$ cat src/hw/rtl/kde_pkg.sv
// Shared types and constants for the key debounce and encoder pulse block.
`default_nettype none

package kde_pkg;

  localparam int unsigned NUM_RAW_KEYS = 3;
  localparam int unsigned KEY_BITS_W   = NUM_RAW_KEYS + 2;
  localparam int unsigned LOCK_W       = 8;
  localparam int unsigned CNT_W        = 8;
  localparam int unsigned CFG_IDX_W    = 2;
  localparam int unsigned CFG_DATA_W   = 8;
  localparam int unsigned NUM_KEYS_DEF = 3;
  localparam int unsigned SWITCH_IDX   = 2;

  localparam logic [LOCK_W-1:0] KEY_LOCKOUT_RST    = LOCK_W'(25);
  localparam logic [LOCK_W-1:0] SWITCH_LOCKOUT_RST = LOCK_W'(150);
  localparam logic [LOCK_W-1:0] LOCKOUT_INIT       = LOCK_W'(5);

  localparam logic [CFG_IDX_W-1:0] CFG_KEY_LOCKOUT    = CFG_IDX_W'(0);
  localparam logic [CFG_IDX_W-1:0] CFG_SWITCH_LOCKOUT = CFG_IDX_W'(1);
  localparam logic [CFG_IDX_W-1:0] CFG_ENC_DIRECTION  = CFG_IDX_W'(2);

  typedef struct packed {
    logic [NUM_RAW_KEYS-1:0] raw_keys;
    logic [CNT_W-1:0]        enc_count;
  } kde_in_t;

  typedef struct packed {
    logic [KEY_BITS_W-1:0] key_state;
    logic [KEY_BITS_W-1:0] key_prev;
  } kde_out_t;

endpackage

`default_nettype wire

$ cat src/hw/rtl/kde_lane.sv
// One debounce lane: sample history, filtered level and lockout counter for one key.
`default_nettype none

module kde_lane (
  input  wire                          clk_i,
  input  wire                          rst_ni,
  input  wire                          adv_i,
  input  wire                          sample_i,
  input  wire  [kde_pkg::LOCK_W-1:0]   reload_i,
  output logic                         level_o
);
  import kde_pkg::*;

  logic              prev_q;
  logic              filt_q, filt_d;
  logic [LOCK_W-1:0] lock_q, lock_d;
  logic [LOCK_W-1:0] lock_dec;
  logic              take;

  // Count down first, then qualify the change against the decremented value.
  assign lock_dec = (lock_q != '0) ? lock_q - LOCK_W'(1) : '0;
  assign take     = (prev_q == sample_i) && (filt_q != sample_i) && (lock_dec == '0);

  always_comb begin
    filt_d = filt_q;
    lock_d = lock_dec;
    if (take) begin
      filt_d = sample_i;
      lock_d = reload_i;
    end
  end

  assign level_o = filt_d;

  always_ff @(posedge clk_i or negedge rst_ni) begin
    if (!rst_ni) begin
      prev_q <= 1'b0;
      filt_q <= 1'b0;
      lock_q <= LOCKOUT_INIT;
    end else if (adv_i) begin
      prev_q <= sample_i;
      filt_q <= filt_d;
      lock_q <= lock_d;
    end
  end

endmodule

`default_nettype wire

$ cat src/hw/rtl/kde_detent.sv
// Encoder detent accumulator and gapped direction pulse generator.
`default_nettype none

module kde_detent (
  input  wire                        clk_i,
  input  wire                        rst_ni,
  input  wire                        adv_i,
  input  wire  [kde_pkg::CNT_W-1:0]  enc_count_i,
  input  wire                        direction_i,
  output logic [1:0]                 pulse_o
);
  import kde_pkg::*;

  logic        [CNT_W-1:0] last_q, last_d;
  logic        [CNT_W-1:0] pend_q, pend_d;
  logic                    gap_q;
  logic signed [CNT_W-1:0] diff;
  logic signed [CNT_W-1:0] biased;
  logic signed [CNT_W-1:0] steps;
  logic        [CNT_W-1:0] pend_acc;

  // Divide by four, truncating toward zero: bias negatives by three, then shift.
  assign diff   = signed'(enc_count_i - last_q);
  assign biased = diff + (diff[CNT_W-1] ? CNT_W'(3) : CNT_W'(0));
  assign steps  = biased >>> 2;

  assign last_d   = last_q + {steps[CNT_W-3:0], 2'b00};
  assign pend_acc = pend_q + CNT_W'(steps);

  always_comb begin
    pend_d  = pend_acc;
    pulse_o = 2'b00;
    if ((pend_acc != '0) && !gap_q) begin
      if (!pend_acc[CNT_W-1]) begin
        pend_d  = pend_acc - CNT_W'(1);
        pulse_o = direction_i ? 2'b01 : 2'b10;
      end else begin
        pend_d  = pend_acc + CNT_W'(1);
        pulse_o = direction_i ? 2'b10 : 2'b01;
      end
    end
  end

  always_ff @(posedge clk_i or negedge rst_ni) begin
    if (!rst_ni) begin
      last_q <= '0;
      pend_q <= '0;
      gap_q  <= 1'b0;
    end else if (adv_i) begin
      last_q <= last_d;
      pend_q <= pend_d;
      gap_q  <= ~gap_q;
    end
  end

`ifndef SYNTHESIS
  a_gap_no_pulse: assert property (@(posedge clk_i) disable iff (!rst_ni)
    (adv_i && gap_q) |-> (pulse_o == 2'b00))
    else $error("direction pulse issued on a gap tick");

  a_gap_toggles: assert property (@(posedge clk_i) disable iff (!rst_ni)
    adv_i |=> (gap_q != $past(gap_q)))
    else $error("gap flag did not toggle on a tick");

  a_pulse_back_off: assert property (@(posedge clk_i) disable iff (!rst_ni)
    (adv_i && (pulse_o != 2'b00)) |=> gap_q)
    else $error("pulse not followed by a gap tick");
`endif

endmodule

`default_nettype wire

$ cat src/hw/rtl/key_debounce_encoder_pulses.sv
// Top level: key debounce lanes, encoder detent pulses, merge and output buffer.
// Each input word is one scan tick carrying the raw key levels and the low byte of a
// quadrature counter; every accepted word produces exactly one output word. The block
// takes one word per cycle while in_stall_o is low. All per-tick work is combinational
// logic in the debounce lanes and the detent unit; a two-entry output buffer (output
// register plus skid register) keeps input acceptance going while a result waits on a
// stalled consumer. in_stall_o rises only when both entries are full. Each key runs its
// own lane: a lockout counter counts down every tick and the filtered level follows the
// raw level when two samples in a row agree, differ from the filtered level and the
// lockout has reached zero, after which the lockout reloads from key_lockout (or
// switch_lockout for the third key). Encoder counts are turned into detents by
// dividing by four, accumulated as signed pending detents, and released as one-tick
// pulses on bit 0 or bit 1 of key_state with a gap tick between pulses;
// encoder_direction swaps the two bits. key_prev returns the five bits as they stood
// before the tick. Configuration writes are taken at any edge with cfg_we_i high.
`default_nettype none

module key_debounce_encoder_pulses #(
  parameter int unsigned NUM_KEYS = kde_pkg::NUM_KEYS_DEF
) (
  input  wire                            clk_i,
  input  wire                            rst_ni,
  input  wire                            in_valid_i,
  output logic                           in_stall_o,
  input  wire  kde_pkg::kde_in_t         in_data_i,
  output logic                           out_valid_o,
  input  wire                            out_stall_i,
  output kde_pkg::kde_out_t              out_data_o,
  input  wire                            cfg_we_i,
  input  wire  [kde_pkg::CFG_IDX_W-1:0]  cfg_idx_i,
  input  wire  [kde_pkg::CFG_DATA_W-1:0] cfg_data_i
);
  import kde_pkg::*;

  // Configuration registers.
  logic [LOCK_W-1:0] key_lock_q;
  logic [LOCK_W-1:0] sw_lock_q;
  logic              enc_dir_q;

  always_ff @(posedge clk_i or negedge rst_ni) begin
    if (!rst_ni) begin
      key_lock_q <= KEY_LOCKOUT_RST;
      sw_lock_q  <= SWITCH_LOCKOUT_RST;
      enc_dir_q  <= 1'b0;
    end else if (cfg_we_i) begin
      unique case (cfg_idx_i)
        CFG_KEY_LOCKOUT:    key_lock_q <= cfg_data_i[LOCK_W-1:0];
        CFG_SWITCH_LOCKOUT: sw_lock_q  <= cfg_data_i[LOCK_W-1:0];
        CFG_ENC_DIRECTION:  enc_dir_q  <= cfg_data_i[0];
        default: ;  // unused index: drop the write
      endcase
    end
  end

  // Handshake.
  logic in_fire;
  logic out_fire;
  logic out_valid_q;
  logic skid_valid_q;

  assign in_stall_o = skid_valid_q;
  assign in_fire    = in_valid_i && !skid_valid_q;
  assign out_valid_o = out_valid_q;
  assign out_fire    = out_valid_q && !out_stall_i;

  // Debounce lanes, one per key. Keys beyond the raw inputs see a constant low
  // sample, so their filtered level never leaves zero.
  logic [NUM_KEYS-1:0] lane_level;

  for (genvar k = 0; k < NUM_KEYS; k++) begin : g_lane
    logic              sample;
    logic [LOCK_W-1:0] reload;

    if (k < NUM_RAW_KEYS) begin : g_raw
      assign sample = in_data_i.raw_keys[k];
    end else begin : g_tie
      assign sample = 1'b0;
    end

    assign reload = (k == SWITCH_IDX) ? sw_lock_q : key_lock_q;

    kde_lane u_lane (
      .clk_i    (clk_i),
      .rst_ni   (rst_ni),
      .adv_i    (in_fire),
      .sample_i (sample),
      .reload_i (reload),
      .level_o  (lane_level[k])
    );
  end

  // Encoder detents.
  logic [1:0] pulse;

  kde_detent u_detent (
    .clk_i       (clk_i),
    .rst_ni      (rst_ni),
    .adv_i       (in_fire),
    .enc_count_i (in_data_i.enc_count),
    .direction_i (enc_dir_q),
    .pulse_o     (pulse)
  );

  // Merge: pulses in bits 0-1, filtered keys above them.
  logic [NUM_RAW_KEYS-1:0] key_lvl;

  for (genvar k = 0; k < NUM_RAW_KEYS; k++) begin : g_merge
    if (k < NUM_KEYS) begin : g_have
      assign key_lvl[k] = lane_level[k];
    end else begin : g_none
      assign key_lvl[k] = 1'b0;
    end
  end

  logic [KEY_BITS_W-1:0] key_bits_q;
  kde_out_t              result;

  assign result.key_state = {key_lvl, pulse};
  assign result.key_prev  = key_bits_q;

  always_ff @(posedge clk_i or negedge rst_ni) begin
    if (!rst_ni) begin
      key_bits_q <= '0;
    end else if (in_fire) begin
      key_bits_q <= result.key_state;
    end
  end

  // Output register plus skid register.
  kde_out_t out_q;
  kde_out_t skid_q;

  always_ff @(posedge clk_i or negedge rst_ni) begin
    if (!rst_ni) begin
      out_valid_q  <= 1'b0;
      skid_valid_q <= 1'b0;
    end else if (skid_valid_q) begin
      if (out_fire) begin
        skid_valid_q <= 1'b0;
      end
    end else if (in_fire) begin
      if (out_valid_q && !out_fire) begin
        skid_valid_q <= 1'b1;
      end else begin
        out_valid_q <= 1'b1;
      end
    end else if (out_fire) begin
      out_valid_q <= 1'b0;
    end
  end

  always_ff @(posedge clk_i) begin
    if (skid_valid_q) begin
      if (out_fire) begin
        out_q <= skid_q;
      end
    end else if (in_fire) begin
      if (out_valid_q && !out_fire) begin
        skid_q <= result;
      end else begin
        out_q <= result;
      end
    end
  end

  assign out_data_o = out_q;

`ifndef SYNTHESIS
  a_skid_needs_out: assert property (@(posedge clk_i) disable iff (!rst_ni)
    skid_valid_q |-> out_valid_q)
    else $error("skid entry held while output register is empty");

  a_one_direction: assert property (@(posedge clk_i) disable iff (!rst_ni)
    out_valid_o |-> $onehot0(out_data_o.key_state[1:0]))
    else $error("both direction pulses set in one word");

  a_prev_chain: assert property (@(posedge clk_i) disable iff (!rst_ni)
    (in_fire && !out_valid_q) |=> (out_data_o.key_prev == $past(key_bits_q)))
    else $error("previous key bits do not match the stored state");
`endif

endmodule

`default_nettype wire
$ cat config.mk
export PLATFORM = sky130hd
export DESIGN_NAME = key_debounce_encoder_pulses
export DESIGN_NICKNAME = d
export VERILOG_FILES = /design/src/hw/rtl/kde_pkg.sv /design/src/hw/rtl/kde_lane.sv /design/src/hw/rtl/kde_detent.sv /design/src/hw/rtl/key_debounce_encoder_pulses.sv
export SDC_FILE = /design/constraint.sdc
export NUM_CORES = 1
export LEC_CHECK = 0
export ABC_AREA = 1
export ABC_CLOCK_PERIOD_IN_PS = 5900
export BUFFER_PORTS_ARGS = -buffer_cell sky130_fd_sc_hd__clkbuf_2
export CAP_MARGIN = 0
export CORE_MARGIN = 10
export CORE_UTILIZATION = 51
export DETAILED_ROUTE_END_ITERATION = 8
export GPL_ROUTABILITY_DRIVEN = 1
export PLACE_DENSITY_LB_ADDON = 0.05
export SLEW_MARGIN = 20
export SYNTH_ARGS = -nofsm -noshare
export SYNTH_HDL_FRONTEND = slang
export SYNTH_SLANG_ARGS = --single-unit
$ cat constraint.sdc
create_clock -name clk_i -period 5.9 [get_ports clk_i]
set_input_delay 0.59 -clock clk_i [delete_from_list [all_inputs] [get_ports clk_i]]
set_output_delay 0.59 -clock clk_i [all_outputs]
set_load 0.03 [all_outputs]
After elaboration in Yosys (flattened, before gate mapping)
Cells that the tools add are included.
{"block": "classes", "n_addsub": 9, "n_mul": 0, "n_div": 0, "order_cmp": 0, "eq_ne": 11, "shifts": 0, "n_mux": 27, "bitwise_logic": 2, "n_reduce_logical": 30}
{"operator": "$mux W8", "n": 8}
{"operator": "$mux W10", "n": 4}
{"operator": "$reduce_bool A8 Y1", "n": 4}
{"operator": "$sub A8 B1 Y8 const B", "n": 4}
{"operator": "$add A8 B8 Y8", "n": 3}
{"operator": "$logic_not A8 Y1", "n": 3}
{"operator": "$logic_and A1 B1 Y1", "n": 10}
{"operator": "$mux W1", "n": 10}
{"operator": "$mux W2", "n": 5}
{"operator": "$reduce_and A3 Y1", "n": 3}
{"operator": "$add A8 B1 Y8 const B", "n": 1}
{"operator": "$sub A8 B8 Y8", "n": 1}
{"operator": "$ne A2 B2 Y1 const B", "n": 3}
{"operator": "$reduce_and A2 Y1", "n": 3}
{"operator": "$logic_not A1 Y1", "n": 4}
{"operator": "$reduce_bool A2 Y1", "n": 2}
{"operator": "$eq A1 B1 Y1", "n": 3}
{"operator": "$ne A1 B1 Y1", "n": 3}
{"operator": "$eq A2 B1 Y1 const B", "n": 1}
{"operator": "$eq A2 B2 Y1 const B", "n": 1}
{"operator": "$logic_not A2 Y1", "n": 1}
{"operator": "$not A1 Y1", "n": 2}
{"block": "totals", "regBits": 91, "latchBits": 0, "ramBits": 0, "romBits": 0, "input_bits": 26, "out_inout_bits": 12, "word_cells": 101, "n_memories": 0}

Depth between registers and ports, before layout
Gate-level depths: netlist of run 1.
{"block": "logic_depth", "word_depth": 10, "depth_mapped": 40, "ltp_nobuf": 40}

By module
A second synthesis of run 1 with hierarchy kept.
{"block": "unflattened", "cells_unflattened": 811, "hier_area_um2": 6302.3}
{"mod": "kde_lane", "instances": 3, "cells_each": 123, "area_each_um2": 830.8, "seq_area_each_um2": 252.7}
{"mod": "kde_detent", "instances": 1, "cells_each": 282, "area_each_um2": 2023.2, "seq_area_each_um2": 375.4}
{"mod": "key_debounce_encoder_pulses", "instances": 1, "cells_each": 160, "area_each_um2": 1786.7, "seq_area_each_um2": 1209.9}

Least setup slack after synthesis of run 1
Ideal clock, no wire load.
{"block": "synth_timing", "path_kind": "input -> register", "startpoint": "input port in_data_i[5] (netlist name)", "endpoint": "register u_detent.pend_q[7]", "setup_ns": 0.122, "t_arrival_ns": 4.711, "required_ns": 5.778, "slack_ns": 1.067, "cell_stages": 36, "path_buffers": 0, "path_cell_list": "ha_1 > nand2_1 > nor2_1 > nand2_1 > nand4_1 > nand2_4 > ha_1 > inv_1 > nor2_1 > nand3_4 > nand2_4 > nand2_1 > nor2_1 > xnor2_1 > inv_1 > ha_1 > inv_1 > nor4_1 > nand2_1 > nand2_1 > nand2_1 > nand2_1 > inv_1 > nand3_4 > nand2_4 > inv_2 > ha_1 > nand2_1 > nor4_1 > nand3_1 > nand2_1 > inv_1 > o21ai_0 > a21oi_1 > nand2_1 > a21oi_2"}
{"block": "synth_via", "elab_chain_len": 7, "elab_cells_between_ends": 10, "classes_between": "5 x add/sub; 3 x mux; 2 x reduce/logical"}
{"item": "start: declaration", "line_no": "key_debounce_encoder_pulses.sv:25", "source": "input wire kde_pkg::kde_in_t in_data_i,"}
{"item": "$sub A8 B8 Y8 (*)", "line_no": "kde_detent.sv:23", "source": "assign diff = signed'(enc_count_i - last_q);"}
{"item": "$mux W2", "line_no": "kde_detent.sv:24", "source": "assign biased = diff + (diff[CNT_W-1] ? CNT_W'(3) : CNT_W'(0));"}
{"item": "$add A8 B8 Y8 (*)", "line_no": "kde_detent.sv:24"}
{"item": "$add A8 B8 Y8 (*)", "line_no": "kde_detent.sv:28", "source": "assign pend_acc = pend_q + CNT_W'(steps);"}
{"item": "$sub A8 B1 Y8 (tied with other cells)", "line_no": "kde_detent.sv:35", "source": "pend_d = pend_acc - CNT_W'(1);"}
{"item": "$mux W8 or $logic_and A1 B1 Y1 (tied branches)", "line_no": "kde_detent.sv:34, kde_detent.sv:33"}
{"item": "$mux W8 (*)", "line_no": "kde_detent.sv:33", "source": "if ((pend_acc != '0) && !gap_q) begin"}
{"item": "end signal: assignment", "line_no": "kde_detent.sv:51", "source": "pend_q <= pend_d;"}
{"item": "end: declaration", "line_no": "kde_detent.sv:15", "source": "logic [CNT_W-1:0] pend_q, pend_d;"}
Mark *: on every way between the ends. The rest lies on a longest branch, timed or not.
A chain may end at the register's enable or synchronous reset.

Worst setup path after layout of run 1
{"block": "layout_timing", "startpoint": "register u_detent.last_q[4]", "endpoint": "register u_detent.pend_q[7]"}
{"block": "layout_via", "elab_chain_len": 7, "elab_cells_between_ends": 10, "classes_between": "5 x add/sub; 3 x mux; 2 x reduce/logical"}
{"item": "start: declaration", "line_no": "kde_detent.sv:14", "source": "logic [CNT_W-1:0] last_q, last_d;"}
{"item": "start signal: assignment", "line_no": "kde_detent.sv:50", "source": "last_q <= last_d;"}
{"item": "$sub A8 B8 Y8 (*)", "line_no": "kde_detent.sv:23"}
{"item": "$mux W2", "line_no": "kde_detent.sv:24"}
{"item": "$add A8 B8 Y8 (*)", "line_no": "kde_detent.sv:24"}
{"item": "$add A8 B8 Y8 (*)", "line_no": "kde_detent.sv:28"}
{"item": "$sub A8 B1 Y8 (tied with other cells)", "line_no": "kde_detent.sv:35"}
{"item": "$mux W8 or $logic_and A1 B1 Y1 (tied branches)", "line_no": "kde_detent.sv:34, kde_detent.sv:33"}
{"item": "$mux W8 (*)", "line_no": "kde_detent.sv:33"}
Marks and branches as above.

==> out/results.ini, run 1 <==
[setup_path]
critPathBufInv = 7
crit_family = simple AND/OR/NAND/NOR gates
worstPathMaxFanout = 9
cpMostUsedCell = nand2_1
worstPathRequired_ps = 6150
worstSetupPathType = reg -> reg
cpPeakStageDelay_ps = 380
cpMaxStageDelayCell = ha_1
endpoint_kind = flip-flop
worst_ep_arrival_time_ps = 5450
start_kind = flip-flop

[yosys]
synth_area_um2 = 5360
ys_warn_count = 0
syn_inst = 692
synth_cell_types = 37
yosysTopAreaCellShare_pct = 24.7
yosysSeqAreaShare_pct = 42.3
async_reset_ff_share_pct = 76.7
synth_nets = 747
yosys-top-cells-area = dfrtp_1 (25%), edfxtp_1 (11%), nand2_1 (9.7%)
syn_area_per_cell_um2 = 7.74
synth-seq-cells = 86
synth_edf_count = 20
synthFlopType = dfrtp_1
synth_top_cells_by_count = nand2_1 (139), inv_1 (107), nor2_1 (79)
synth_area_leader_cell = dfrtp_1
synth_most_common_cell = nand2_1

[timing]
final_hold_viol_count = 0
finClkSkew_ps = 9.87
finalSetupTns_ps = 0
drv_slew = 0
period_needed_ps = 5210
fin_crit_sh_pct = 88.2
slew_headroom_pct = 38.4
worstMarginPinSlew_ps = 925
clock.fmax_mhz = 192
setup_viol = 0
rsz0062_at_grt = no

[job]
cap_viol_max_count = 0

[routing]
drc_errors = 0
detail-route-antenna-nets = 0
drt_wl_total_um = 11500
wl_per_cell_um = 13.2
first_pass_iters = 4
drt_iter0_drc = 312
vias_per_cell = 5.08
vias = 4423

[die]
placementRows = 37
dieHeight_um = 123
die_w_um = 123
core_area_um2 = 10300
die_area_um2 = 15000
io_pins = 38
start_util_pct = 52.1

[clock_network]
postCtsSetupBuffers = 0
cts-buffers-inserted = 9
cts_hold_buf = 0
clockBufferDepth = 2
cts-root-buf = clkbuf_8
cts_tree = built
htreeDepth = 3
numClockSinks = 86
clk_latency_ps = 360
post_cts_resized = 0
path_clk_slew_ps = 90

[global_routing]
grt_start_max_net_pins = 67
grt-ovfl-total = 0
grt_pass1_vias = 4341
grt_first_pass_wirelength_um = 20000
track_usage_pct = 16.4
antenna_found_initial = 0

[outcome]
status = complete, no violations

[hold_path]
hold_path_class = in -> async

[final_layout]
fill_cells = 1004
antenna_cells = 0
num-nets-final = 784
area_delta_synth_final_pct = 9.97
drive_above_1_share_pct = 13.5

[placed_design]
portBuffers = 37
place_congestion = 0.866
dp_hpwl_um = 8660

==> stage by stage <==
step	setup WS, ps	instance area [um2]	hold WS (ps)	util, %	cells
6_report	694	5890	415	57.3	870
3_3_place_gp	686	5680	429	55.3	854
4_1_cts	702	5890	430	57.3	870
2_1_floorplan	1070	5360	294	-	692
5_1_grt	124	5890	458	57.3	870
3_5_place_dp	469	5680	440	55.3	854
==> layout by cell type (no fill, tap or decap), drive strengths merged, types with 6 or more instances in the layout <==
cell type | netlist | routed
dfstp | 13 | 13
nor3 | 12 | 12
inv | 108 | 110
o21ai | 80 | 80
ha | 26 | 26
nor4 | 6 | 6
nand2 | 149 | 149
dfrtp | 53 | 53
nor2 | 85 | 85
nand3 | 38 | 38
a21oi | 45 | 45
edfxtp | 20 | 20
clkbuf | 14 | 48
xnor2 | 9 | 9
xor2 | 10 | 10
==> metal layers <==
layer	vias up	wire length, um	GRT usage, %
li1	2307	-	-
met1	2048	5310	20.3
met3	10	446	3.54
met2	58	5620	27.4
met4	0	150	6.19
met5	-	0	0
==> flip-flops by register name, indices dropped and copies added, names as in the netlist <==
signal and cells:
out_valid_o 1, enc_dir_q 1, g_lane.u_lane.prev_q 3, u_detent.gap_q 1, u_detent.last_q 6, in_stall_o 1, g_lane.u_lane.lock_q 24, skid_q 10
key_bits_q 5, u_detent.pend_q 8, g_lane.reload 16, out_data_o 10
==> path summary, 6_finish.rpt <==
path                                    start                          to  slack (ps)  depth (start not counted)
setup reg to reg           u_detent.last_q[4]          u_detent.pend_q[7]         690                         37
hold / removal                         rst_ni  g_lane[2].u_lane.lock_q[1]         410                          2
setup / recovery           u_detent.last_q[4]          u_detent.pend_q[7]         690                         37
min in group clk_i              key_bits_q[0]                   skid_q[0]         460                          0
hold reg to reg                 key_bits_q[0]                   skid_q[0]         460                          0
max in group asynchronous              rst_ni          u_detent.pend_q[4]        4920                          2
==> area by class of cell <==
type,instances,area (um2),share of cell area (%)
tap,136,170,2.89
clock inverter,4,52.6,0.892
multi-input combinational,483,2630,44.6
inverter,109,409,6.94
sequential,86,2270,38.5
clock buffer,12,156,2.65
timing repair buffer,40,208,3.52
==> worst register-to-register path: cells and delay by family, from the launching register on <==
kind / cells / cell delay (ps)
buffers and inverters: 7 / 620
AO/OA/AOI/OAI: 3 / 230
XOR/XNOR: 1 / 140
AND/OR/NAND/NOR: 22 / 2600
adder cells (fa/ha/maj): 4 / 1150
flip-flops: 1 / 370
==> cell families (layout without fill, tap and decap cells) <==
logic type                 count (synthesis)  count (layout)  share of synthesized area, %
buffers and inverters                    123             165                          8.62
and+or+nand+nor                          299             299                          25.1
adders and majority gates                 29              29                          7.19
DFF                                       86              86                          42.3
xor gates and xnor gates                  19              19                          3.25
AOI/OAI and AO/OA                        136             136                          13.5
Power of run 1 is left out: the tool's default activity adds up to more than one toggle a clock period on the data nets, which glitch-free logic cannot reach.
==> inputs of run 2 (changes only) <==
--- a/config.mk
+++ b/config.mk
@@ -9,8 +9,10 @@
 export ABC_CLOCK_PERIOD_IN_PS = 5900
 export BUFFER_PORTS_ARGS = -buffer_cell sky130_fd_sc_hd__clkbuf_2
 export CAP_MARGIN = 0
-export CORE_MARGIN = 10
-export CORE_UTILIZATION = 51
+export CELL_PAD_IN_SITES_DETAIL_PLACEMENT = 1
+export CELL_PAD_IN_SITES_GLOBAL_PLACEMENT = 2
+export CORE_MARGIN = 4
+export CORE_UTILIZATION = 36
 export DETAILED_ROUTE_END_ITERATION = 8
 export GPL_ROUTABILITY_DRIVEN = 1
 export PLACE_DENSITY_LB_ADDON = 0.05
==> constraint.sdc (replaced) <==
create_clock -name clk_i -period 5.9 [get_ports clk_i]
set_input_delay 0.59 -clock clk_i [delete_from_list [all_inputs] [get_ports clk_i]]
set_output_delay 0.59 -clock clk_i [all_outputs]
set_load 0.005 [all_outputs]
==> run 2 against run 1 <==
Compared with the run above:
- sequential share of layout area decreased by 1.1 points
- highest routed layer unchanged
- via count increased by 3.0%
- final area increased by 3.1%
- first-iteration DRC count decreased by 36%
- worst setup slack got worse by 110 ps
- clock-buffer cell count decreased by 3
- maximum frequency decreased by 2.0%
- cell count increased by 5.5%
==> out/results.ini, run 2 (synthesis gave the netlist of run 1 again) <==
[outcome]
status = complete, no violations  ; unchanged

[setup_path]
reg2regPathDepth = 37  ; unchanged
reg2reg_setup_slack_ps = 590  ; was 690 ps
cpMostUsedCell = nand2_1  ; unchanged
cpMaxStageDelayCell = ha_1  ; unchanged
cpPeakStageDelay_ps = 380  ; about the same
critPathBufInv = 7  ; unchanged
reg2reg_to = u_detent.pend_q[7]  ; unchanged
endpoint_kind = flip-flop  ; unchanged
crit_cells = 37  ; unchanged
cp-startpoint = u_detent.last_q[5]  ; was u_detent.last_q[4]
rr_startpoint = u_detent.last_q[5]  ; was u_detent.last_q[4]
worst_ep_arrival_time_ps = 5550  ; was 5450 ps
crit_end = u_detent.pend_q[7]  ; unchanged
worstSetupPathType = reg -> reg  ; unchanged
crit_family = simple AND/OR/NAND/NOR gates  ; unchanged
worstPathRequired_ps = 6130  ; was 6150 ps
worstPathMaxFanout = 9  ; unchanged
start_kind = flip-flop  ; unchanged

[final_layout]
drive_above_1_share_pct = 13.8  ; was 13.5%
layout_common_cells = nand2_1 (139), inv_1 (107), nor2_1 (79)  ; unchanged
area_delta_synth_final_pct = 13.3  ; was 9.97%
largest_register_ffs = 24  ; unchanged
regMostFlops = g_lane.u_lane.lock_q  ; unchanged
final_core_util_pct = 41.8  ; was 57.3%
final_common_cell = nand2_1  ; unchanged
num-nets-final = 784  ; unchanged
antenna_cells = 0  ; unchanged

[clock_network]
cts_tree = built  ; unchanged
cts_hold_buf = 0  ; unchanged
cts-root-buf = clkbuf_16  ; was clkbuf_8
htreeDepth = 3  ; unchanged
cts-buffers-inserted = 9  ; unchanged
postCtsSetupBuffers = 0  ; unchanged
numClockSinks = 86  ; unchanged
clockBufferDepth = 2  ; unchanged
path_clk_slew_ps = 70  ; was 90 ps
clk_latency_ps = 350  ; was 360 ps
post_cts_resized = 0  ; unchanged

[die]
die_area_um2 = 16900  ; was 15000 um2
io_pins = 38  ; unchanged
core_area_um2 = 14500  ; was 10300 um2
die_w_um = 130  ; was 123 um
start_util_pct = 36.9  ; was 52.1%
placementRows = 44  ; was 37
dieHeight_um = 130  ; was 123 um

[timing]
setup_viol = 0  ; unchanged
finClkSkew_ps = 7.56  ; was 9.87 ps
slew_headroom_pct = 30.5  ; was 38.4%
fin_crit_sh_pct = 90.1  ; was 88.2%
worstMarginPinSlew_ps = 1040  ; was 925 ps
finalSetupTns_ps = 0  ; unchanged
period_needed_ps = 5310  ; was 5210 ps
final_hold_viol_count = 0  ; unchanged
clock.fmax_mhz = 188  ; was 192 MHz
drv_slew = 0  ; unchanged
rsz0062_at_grt = no  ; unchanged

[global_routing]
grt-ovfl-total = 0  ; unchanged
track_usage_pct = 17.4  ; was 16.4%
grt_start_max_net_pins = 67  ; unchanged
grt_first_pass_wirelength_um = 23400  ; was 20000 um
antenna_found_initial = 0  ; unchanged
grt_pass1_vias = 4805  ; was 4341

[routing]
drt_iter0_drc = 201  ; was 312
vias = 4556  ; was 4423
drt_wl_total_um = 13600  ; was 11500 um
drc_errors = 0  ; unchanged
vias_per_cell = 4.96  ; was 5.08
detail-route-antenna-nets = 0  ; unchanged
wl_per_cell_um = 14.9  ; was 13.2 um
first_pass_iters = 4  ; unchanged

[placed_design]
portBuffers = 37  ; unchanged
place_congestion = 0.853  ; was 0.866
dp_hpwl_um = 10500  ; was 8660 um

[job]
cap_viol_max_count = 0  ; unchanged

[hold_path]
hold_path_class = in -> async  ; unchanged

-- run 2: how the worst min path moves through the flow --
stage	slack (ps)	endpoint	from	depth (start not counted)
finish	440	g_lane[1].u_lane.lock_q[7]	rst_ni	2
global route	470	skid_q[0]	key_bits_q[0]	0
CTS	450	g_lane[2].reload[1]	cfg_data_i[1]	3
detailed placement	430	skid_q[0]	key_bits_q[0]	0
global placement	430	skid_q[1]	key_bits_q[1]	0
floorplan	290	enc_dir_q	rst_ni	0
-- run 2: cell type report --
type	instances	area (um2)
fillers	1821	8460
multi-input cells	483	2630
flip-flops and latches	86	2270
inverters	109	409
well taps	184	230
clock buffers	9	225
repair buffers	40	208
clock inverters	7	104
-- run 2: metal layers --
| metal | wire length, um | vias up | global-route usage [%] |
|---|---|---|---|
| li1 | - | 2310 | - |
| met1 | 6340 | 2181 | 22.0 |
| met2 | 6770 | 49 | 30.6 |
| met3 | 328 | 16 | 2.70 |
| met4 | 214 | 0 | 5.20 |
| met5 | 0 | - | 0 |
-- run 2: stage by stage --
stage	cells	hold slack [ps]	instance area (um2)	setup WS (ps)
2_1_floorplan	692	294	5360	1070
3_3_place_gp	902	427	5740	599
3_5_place_dp	902	434	5740	350
4_1_cts	918	453	6070	589
5_1_grt	918	466	6070	75.0
6_report	918	444	6070	587
Power of run 2 is left out for the same reason.
